$ cat config.mk
export PLATFORM = sky130hd
export DESIGN_NAME = char_cell_terminal_controller
export DESIGN_NICKNAME = d
export VERILOG_FILES = /design/src/rtl/ccterm_pkg.sv /design/src/rtl/ccterm_decode.sv /design/src/rtl/ccterm_out_buf.sv /design/src/rtl/char_cell_terminal_controller.sv
export SDC_FILE = /design/constraint.sdc
export NUM_CORES = 1
export LEC_CHECK = 0
export CAP_MARGIN = 20
export CORE_MARGIN = 5
export CORE_UTILIZATION = 65
export CTS_CLUSTER_SIZE = 25
export DETAILED_ROUTE_END_ITERATION = 10
export DONT_BUFFER_PORTS = 1
export GPL_ROUTABILITY_DRIVEN = 0
export PLACE_DENSITY = 0.81
export SYNTH_ARGS = -nofsm -noshare
export SYNTH_HDL_FRONTEND = slang
export SYNTH_SLANG_ARGS = --single-unit
$ cat constraint.sdc
create_clock -name clk -period 6.5 [get_ports clk]
set_input_delay 0 -clock clk [delete_from_list [all_inputs] [get_ports clk]]
set_output_delay 0 -clock clk [all_outputs]
set_load 0.01 [all_outputs]
$ cat src/rtl/ccterm_pkg.sv
// shared types and constants for the character-cell terminal controller
package ccterm_pkg;

    typedef enum logic [2:0] {
        CMD_CURSOR = 3'd0,
        CMD_DRAW   = 3'd1,
        CMD_BELL   = 3'd2,
        CMD_VBELL  = 3'd3,
        CMD_MOVE   = 3'd4,
        CMD_EOL    = 3'd5,
        CMD_CLEAR  = 3'd6
    } cmd_t;

    typedef enum logic [1:0] {
        PH_TEXT = 2'd0,
        PH_ESC  = 2'd1,
        PH_COL  = 2'd2,
        PH_ROW  = 2'd3
    } phase_t;

    localparam logic [7:0] CH_BEL = 8'h07;
    localparam logic [7:0] CH_BS  = 8'h08;
    localparam logic [7:0] CH_TAB = 8'h09;
    localparam logic [7:0] CH_LF  = 8'h0A;
    localparam logic [7:0] CH_UP  = 8'h0B;
    localparam logic [7:0] CH_FF  = 8'h0C;
    localparam logic [7:0] CH_CR  = 8'h0D;
    localparam logic [7:0] CH_ESC = 8'h1B;
    localparam logic [7:0] CH_SP  = 8'h20;
    localparam logic [7:0] CH_Y   = 8'h59;
    localparam logic [7:0] CH_I   = 8'h49;
    localparam logic [7:0] CH_D   = 8'h44;
    localparam logic [7:0] CH_K   = 8'h4B;

    localparam logic [7:0] REG_MAX = 8'd254;

    localparam logic [1:0] REG_LAST_COLUMN = 2'd0;
    localparam logic [1:0] REG_LAST_ROW    = 2'd1;

    typedef struct packed {
        logic [7:0] col;
        logic [7:0] row;
        phase_t     phase;
        logic [7:0] pending;
    } term_state_t;

    typedef struct packed {
        cmd_t       command;
        logic [7:0] glyph;
        logic [7:0] target_col;
        logic [7:0] target_row;
        logic [7:0] source_first_row;
        logic [7:0] source_end_row;
        logic [7:0] dest_first_row;
        logic [7:0] blank_row;
        logic [7:0] cursor_col;
        logic [7:0] cursor_row;
        logic       last;
    } result_t;

endpackage

$ cat src/rtl/ccterm_decode.sv
// byte decoder: cursor update, escape parsing and command generation
module ccterm_decode
    import ccterm_pkg::*;
(
    input  logic [7:0]  rx_byte,
    input  term_state_t state,
    input  logic [7:0]  last_column,
    input  logic [7:0]  last_row,
    output term_state_t state_next,
    output result_t     first,
    output result_t     second,
    output logic        two
);

    logic [8:0]  x;
    logic [7:0]  y;
    logic        done;
    logic        have_main;
    logic        wrap_scroll;
    result_t     main_res;
    result_t     scroll_res;
    logic [7:0]  clamp_col;
    logic [7:0]  clamp_row;
    logic [8:0]  tab_col;

    always_comb
    begin
        x           = {1'b0, state.col};
        y           = state.row;
        done        = 1'b1;
        have_main   = 1'b0;
        wrap_scroll = 1'b0;
        main_res    = '0;
        state_next  = state;
        clamp_col   = '0;
        clamp_row   = '0;
        tab_col     = ({1'b0, state.col} | 9'd7) + 9'd1;

        scroll_res                  = '0;
        scroll_res.command          = CMD_MOVE;
        scroll_res.source_first_row = 8'd1;
        scroll_res.source_end_row   = last_row + 8'd1;
        scroll_res.dest_first_row   = 8'd0;
        scroll_res.blank_row        = last_row;

        case (state.phase)
            PH_ESC:
            begin
                state_next.phase = PH_TEXT;
                if (rx_byte == CH_BEL)
                begin
                    main_res.command = CMD_VBELL;
                    have_main        = 1'b1;
                end
                else if (rx_byte == CH_Y)
                begin
                    state_next.phase = PH_COL;
                    done             = 1'b0;
                end
                else if (rx_byte == CH_I)
                begin
                    main_res.command          = CMD_MOVE;
                    main_res.source_first_row = y;
                    main_res.source_end_row   = last_row;
                    main_res.dest_first_row   = y + 8'd1;
                    main_res.blank_row        = y;
                    have_main                 = 1'b1;
                end
                else if (rx_byte == CH_D)
                begin
                    main_res.command          = CMD_MOVE;
                    main_res.source_first_row = y + 8'd1;
                    main_res.source_end_row   = last_row + 8'd1;
                    main_res.dest_first_row   = y;
                    main_res.blank_row        = last_row;
                    have_main                 = 1'b1;
                end
                else if (rx_byte == CH_K)
                begin
                    main_res.command    = CMD_EOL;
                    main_res.target_col = x[7:0];
                    main_res.target_row = y;
                    have_main           = 1'b1;
                end
            end
            PH_COL:
            begin
                state_next.pending = rx_byte;
                state_next.phase   = PH_ROW;
                done               = 1'b0;
            end
            PH_ROW:
            begin
                clamp_col = (state.pending < CH_SP) ? 8'd0 : state.pending - CH_SP;
                if (clamp_col > last_column)
                    clamp_col = last_column;
                clamp_row = (rx_byte < CH_SP) ? 8'd0 : rx_byte - CH_SP;
                if (clamp_row > last_row)
                    clamp_row = last_row;
                x                = {1'b0, clamp_col};
                y                = clamp_row;
                state_next.phase = PH_TEXT;
            end
            default:
            begin
                case (rx_byte)
                    CH_BEL:
                    begin
                        main_res.command = CMD_BELL;
                        have_main        = 1'b1;
                    end
                    CH_UP:
                    begin
                        if (y > 8'd0)
                            y = y - 8'd1;
                    end
                    CH_TAB:
                        x = tab_col;
                    CH_ESC:
                    begin
                        state_next.phase = PH_ESC;
                        done             = 1'b0;
                    end
                    CH_BS:
                    begin
                        if (x > 9'd0)
                            x = x - 9'd1;
                    end
                    CH_LF:
                    begin
                        if (y >= last_row)
                        begin
                            main_res  = scroll_res;
                            have_main = 1'b1;
                            y         = last_row;
                        end
                        else
                            y = y + 8'd1;
                    end
                    CH_CR:
                        x = 9'd0;
                    CH_FF:
                    begin
                        main_res.command = CMD_CLEAR;
                        have_main        = 1'b1;
                        x                = 9'd0;
                        y                = 8'd0;
                    end
                    default:
                    begin
                        main_res.command    = CMD_DRAW;
                        main_res.glyph      = rx_byte;
                        main_res.target_col = x[7:0];
                        main_res.target_row = y;
                        have_main           = 1'b1;
                        x                   = x + 9'd1;
                    end
                endcase
            end
        endcase

        // automatic wrap past the last column
        if (done && (x > {1'b0, last_column}))
        begin
            x = 9'd0;
            if (y >= last_row)
            begin
                wrap_scroll = 1'b1;
                y           = last_row;
            end
            else
                y = y + 8'd1;
        end

        state_next.col = x[7:0];
        state_next.row = y;

        if (have_main)
            first = main_res;
        else if (wrap_scroll)
            first = scroll_res;
        else
            first = '0;
        second = scroll_res;
        two    = have_main && wrap_scroll;

        first.cursor_col  = x[7:0];
        first.cursor_row  = y;
        first.last        = !two;
        second.cursor_col = x[7:0];
        second.cursor_row = y;
        second.last       = 1'b1;
    end

endmodule

$ cat src/rtl/ccterm_out_buf.sv
// two-entry result buffer feeding the output channel
module ccterm_out_buf
    import ccterm_pkg::*;
(
    input  logic    clk,
    input  logic    rst_n,
    input  logic    load,
    input  result_t first,
    input  result_t second,
    input  logic    two,
    input  logic    out_ready,
    output logic    out_valid,
    output logic    free,
    output result_t out_res
);

    logic    valid_reg;
    logic    has_second_reg;
    result_t res_reg;
    result_t res2_reg;

    assign out_valid = valid_reg;
    assign out_res   = res_reg;
    assign free      = !valid_reg || (out_ready && !has_second_reg);

    always_ff @(posedge clk or negedge rst_n)
    begin
        if (!rst_n)
        begin
            valid_reg      <= 1'b0;
            has_second_reg <= 1'b0;
        end
        else if (load)
        begin
            valid_reg      <= 1'b1;
            has_second_reg <= two;
        end
        else if (valid_reg && out_ready)
        begin
            if (has_second_reg)
                has_second_reg <= 1'b0;
            else
                valid_reg <= 1'b0;
        end
    end

    always_ff @(posedge clk)
    begin
        if (load)
        begin
            res_reg  <= first;
            res2_reg <= second;
        end
        else if (valid_reg && out_ready && has_second_reg)
            res_reg <= res2_reg;
    end

    a_second_needs_valid: assert property (@(posedge clk) disable iff (!rst_n)
        has_second_reg |-> valid_reg)
        else $error("second result pending without a valid first");

    a_first_not_last: assert property (@(posedge clk) disable iff (!rst_n)
        (valid_reg && has_second_reg) |-> !res_reg.last)
        else $error("first of two results marked last");

    a_single_is_last: assert property (@(posedge clk) disable iff (!rst_n)
        (valid_reg && !has_second_reg) |-> res_reg.last)
        else $error("final result of a byte not marked last");

    a_no_load_when_busy: assert property (@(posedge clk) disable iff (!rst_n)
        (valid_reg && has_second_reg) |-> !load)
        else $error("load over a pending second result");

endmodule

$ cat src/rtl/char_cell_terminal_controller.sv
// top level of the character-cell terminal controller
// usage:
//   rx_valid/rx_ready carry one received byte per transfer on rx_byte.
//   tx_valid/tx_ready carry one display command per transfer; a byte yields
//   one command, or two when a drawn character wraps past the bottom row or
//   a line feed at the bottom also wraps the column; last marks the final one.
//   cfg_write with cfg_index and cfg_data sets last_column (index 0) or
//   last_row (index 1) through a register; values above 254 saturate to 254.
// path: a taken byte is held in the input register, decoded, then loaded into
//   the result buffer once it is free, and shown on the output from there.
// throughput: one byte per cycle while tx_ready is high and each byte yields
//   a single command; a two-command byte holds the buffer until both are sent.
// reset: cursor at column 0 row 0, parser in text mode, screen 80 x 72.
// stall: while tx_ready is low the result buffer holds, the input register
//   keeps one further byte and rx_ready drops until the buffer frees.
module char_cell_terminal_controller
    import ccterm_pkg::*;
(
    input  logic       clk,
    input  logic       rst_n,
    input  logic       cfg_write,
    input  logic [1:0] cfg_index,
    input  logic [7:0] cfg_data,
    input  logic       rx_valid,
    output logic       rx_ready,
    input  logic [7:0] rx_byte,
    output logic       tx_valid,
    input  logic       tx_ready,
    output logic [2:0] command,
    output logic [7:0] glyph,
    output logic [7:0] target_col,
    output logic [7:0] target_row,
    output logic [7:0] source_first_row,
    output logic [7:0] source_end_row,
    output logic [7:0] dest_first_row,
    output logic [7:0] blank_row,
    output logic [7:0] cursor_col,
    output logic [7:0] cursor_row,
    output logic       last
);

    logic        in_valid_reg;
    logic [7:0]  in_byte_reg;
    logic [7:0]  last_column_reg;
    logic [7:0]  last_row_reg;
    logic [7:0]  cfg_sat;
    term_state_t state_reg;
    term_state_t state_next;
    result_t     first;
    result_t     second;
    result_t     out_res;
    logic        two;
    logic        free;
    logic        load;

    assign load     = in_valid_reg && free;
    assign rx_ready = !in_valid_reg || load;
    assign cfg_sat  = (cfg_data > REG_MAX) ? REG_MAX : cfg_data;

    always_ff @(posedge clk or negedge rst_n)
    begin
        if (!rst_n)
        begin
            in_valid_reg    <= 1'b0;
            state_reg       <= '0;
            last_column_reg <= 8'd79;
            last_row_reg    <= 8'd71;
        end
        else
        begin
            if (rx_valid && rx_ready)
                in_valid_reg <= 1'b1;
            else if (load)
                in_valid_reg <= 1'b0;
            if (load)
                state_reg <= state_next;
            if (cfg_write && (cfg_index == REG_LAST_COLUMN))
                last_column_reg <= cfg_sat;
            if (cfg_write && (cfg_index == REG_LAST_ROW))
                last_row_reg <= cfg_sat;
        end
    end

    always_ff @(posedge clk)
    begin
        if (rx_valid && rx_ready)
            in_byte_reg <= rx_byte;
    end

    ccterm_decode u_decode (
        .rx_byte     (in_byte_reg),
        .state       (state_reg),
        .last_column (last_column_reg),
        .last_row    (last_row_reg),
        .state_next  (state_next),
        .first       (first),
        .second      (second),
        .two         (two)
    );

    ccterm_out_buf u_out_buf (
        .clk       (clk),
        .rst_n     (rst_n),
        .load      (load),
        .first     (first),
        .second    (second),
        .two       (two),
        .out_ready (tx_ready),
        .out_valid (tx_valid),
        .free      (free),
        .out_res   (out_res)
    );

    assign command          = out_res.command;
    assign glyph            = out_res.glyph;
    assign target_col       = out_res.target_col;
    assign target_row       = out_res.target_row;
    assign source_first_row = out_res.source_first_row;
    assign source_end_row   = out_res.source_end_row;
    assign dest_first_row   = out_res.dest_first_row;
    assign blank_row        = out_res.blank_row;
    assign cursor_col       = out_res.cursor_col;
    assign cursor_row       = out_res.cursor_row;
    assign last             = out_res.last;

    a_cfg_range: assert property (@(posedge clk) disable iff (!rst_n)
        (last_column_reg <= REG_MAX) && (last_row_reg <= REG_MAX))
        else $error("screen limit register above maximum");

    a_state_only_on_load: assert property (@(posedge clk) disable iff (!rst_n)
        !$past(load) |-> $stable(state_reg))
        else $error("cursor state changed without a byte transfer");

    a_load_sets_valid: assert property (@(posedge clk) disable iff (!rst_n)
        load |=> tx_valid)
        else $error("decoded byte did not reach the output");

endmodule
==> metrics.cfg <==
[yosys]
ys_async_sr_fraction=0.2795
synthesis.area_sq_mm=0.009893
ys.flop_type=edfxtp_1
yosysTopAreaCell=edfxtp_1
synth_cells=994
synth.top_cell.area_share=0.3521
yosysWarningCount=0
synthTopCellsByArea=edfxtp_1, dfrtp_1, ha_1
synth-edff-count=116
synth.avg_cell_area_sq_um=9.953
yosysSeqAreaShare=0.4671
syn-num-nets=1072
synth.distinct_cells=93
yosys_register_bits=161

[floorplan]
start_util=0.6556
rows=45
die_width_microns=133.4
dieArea_sq_mm=0.01779
fp.coreArea_sq_mm=0.01509
die_h_microns=133.4
ios=101

[sta]
grt_setup_unrepaired=false
tightest_slew_ns=1.024
timing.setup.tns_ns=0
timing.final.crit_share=0.9244
hold_violations=0
max_freq_mhz=166.4
fin_crit_ns=6.009
setup_viol=0
slew_violations=0
maxSlewHeadroom=0.3075
hold_ws_ns=0.03577
final.setup_skew_ns=0.01386

[worst_setup_path]
crit_buf_inv=1
reg2reg_to=u_out_buf.out_res[35]
critPathSlowestCell=edfxtp_1
crit_family=simple AND/OR/NAND/NOR gates
crit_path_max_fanout=17
path_class=reg -> reg
cp_data_required_time_ns=6.69
end_kind=register
slowest_delay_ns=0.56
reg2reg_slack_ns=0.49
start_kind=register
timing.rr.start=in_byte_reg[7]
path_cells=or3_1 -> and2_1 -> ha_1 -> nand4_1 -> nor2_1 -> nor2_1 -> nor2_2 -> mux2_2 -> a22oi_4 -> inv_1 -> ha_1 -> nand2b_1 -> a21o_1 -> a21oi_1 -> o21ai_0 -> a311o_1 -> a32oi_4 -> nand2_2 -> nand3_1 -> o21ai_1 -> mux2_2
crit_arrival_ns=6.20
reg2reg_depth=21

[layout]
drive_above_1_share=0.1175
multi_input_area_sq_mm=0.004860
fin_cells=1210
n_fill_cell=1083
nets=1086
area_growth_pct=11.03
largest_reg_flops=76
layout_commonest_cell=edfxtp_1
final_cell_mix=edfxtp_1, nor2_1, nand2_1, a21oi_1, ha_1
seq_area_sq_mm=0.004621

[run]
drv_cap=0

[global_route]
grt_max_degree=77
grt_usage=0.2939
antenna_found_initial=1
grt_overflow=0
grt_pass1_vias=7438
grt_first_pass_wirelength_microns=41020

[route]
wl_microns=25730
ant_nets=0
drtIter0Drc=975
drtPass1Iterations=7
wl_per_cell_microns=21.27
vias=7979
drc=0
vias_per_cell=6.594

[clocking]
cts-buffers-inserted=17
cts_setup_buffers=0
clockRootBuffer=clkbuf_16
clock_latency_ns=0.44
clockBufferDepth=2
htreeDepth=4
cts_num_sinks=161
cts.clk_slew.worst_paths_ns=0.07
cts_tree=yes

[power]
vdd_drop_max_mv=0.2038
powerDensity_mw_per_mm2=426.2
p_leak_nw=4.258
total_power_mw=4.682

[status]
status=completed

[worst_hold_path]
worstHoldStart=rx_valid
hold_depth=1
hp-class=in -> reg
hold_end=in_byte_reg[3]

[placed_design]
io_buffers=0
place_inst=1140
hpwl_microns=17510

-- kinds of logic after synthesis --
family	after synthesis	share of synthesized area
simple gates	359	0.1788
compound gates	260	0.1878
flops	161	0.4671
buf+inv	106	0.04363
fa+ha+maj	55	0.06956
mux	29	0.03187
xor+xnor	24	0.02125
-- synthesized netlist by cell type, types with 6 or more instances --
cell,number
a211oi_1,6
a21o_1,7
a21oi_1,67
a221oi_1,9
a221oi_2,8
a22o_1,7
a31oi_1,12
and2_1,31
and3_1,6
clkbuf_1,48
dfrtp_1,36
dfstp_2,9
edfxtp_1,116
ha_1,55
inv_1,47
mux2_2,20
mux2i_1,9
nand2_1,98
nand2b_1,8
nand3_1,27
nand4_1,10
nor2_1,106
nor2b_1,14
nor3_1,21
o211ai_1,8
o21a_1,11
o21ai_0,49
o21ai_1,15
xnor2_1,19
-- metal layers --
layer | GRT usage | share of wire | vias up
li1 | - | - | 3682
met1 | 0.4209 | 0.43 | 3755
met2 | 0.4357 | 0.43 | 484
met3 | 0.08459 | 0.11 | 58
met4 | 0.09371 | 0.027 | 0
met5 | 0 | 0 | -
-- worst reg2reg max path, stage by stage, from the launching register on --
cell and delay (ns):
edfxtp_1 0.56, or3_1 0.51, and2_1 0.21, ha_1 0.29, nand4_1 0.19, nor2_1 0.28
nor2_1 0.11, nor2_2 0.36, mux2_2 0.41, a22oi_4 0.22, inv_1 0.07, ha_1 0.26
nand2b_1 0.14, a21o_1 0.17, a21oi_1 0.12, o21ai_0 0.13, a311o_1 0.55, a32oi_4 0.34
nand2_2 0.33, nand3_1 0.18, o21ai_1 0.07, mux2_2 0.26
-- worst max path at each step --
| stage | start | endpoint | cells past startpoint |
|---|---|---|---|
| after CTS | in_byte_reg[7] | u_out_buf.out_res[35] | 21 |
| final | in_byte_reg[7] | u_out_buf.out_res[35] | 21 |
| after global placement | in_byte_reg[7] | u_out_buf.out_res[35] | 21 |
| after global routing | in_byte_reg[7] | u_out_buf.out_res[35] | 21 |
| after detailed placement | in_byte_reg[7] | u_out_buf.out_res[35] | 21 |
| after floorplan | state_reg[6] | u_out_buf.out_res[20] | 24 |
-- repair_timing --
item / in CTS / in global routing
setup endpoints to repair: 0 / 7
hold endpoints to repair: 72 / 0
hold buffers: 37 / 0
gates resized for setup: 0 / 1
-- per-stage QoR --
stage | util | cell area (sq um) | setup slack [ns]
finish | 0.7279 | 10980 | 0.4913
CTS | 0.7274 | 10980 | 0.4256
detailed placement | 0.6632 | 10010 | 0.4449
global route | 0.7279 | 10980 | 0.1558
global placement | 0.6632 | 10010 | 0.6678
floorplan | - | 9893 | 1.366
-- layout make-up --
cell class,instances,share of cell area
inverter,49,0.01674
timing repair buffer,52,0.04556
clock buffer,19,0.04329
clock inverter,13,0.009682
multi-input combinational,727,0.4424
tap,188,0.02141
sequential,161,0.4207
antenna,1,0.0002278
-- where the power goes --
part	internal, mW	total (mW)	leakage [nW]	switching (mW)
Clock	0.546	0.983	0.293	0.437
Sequential	1.46	1.76	1.69	0.308
Combinational	0.709	1.94	2.28	1.23
Total	2.71	4.68	4.26	1.97
(Power assumes the default switching activity.)
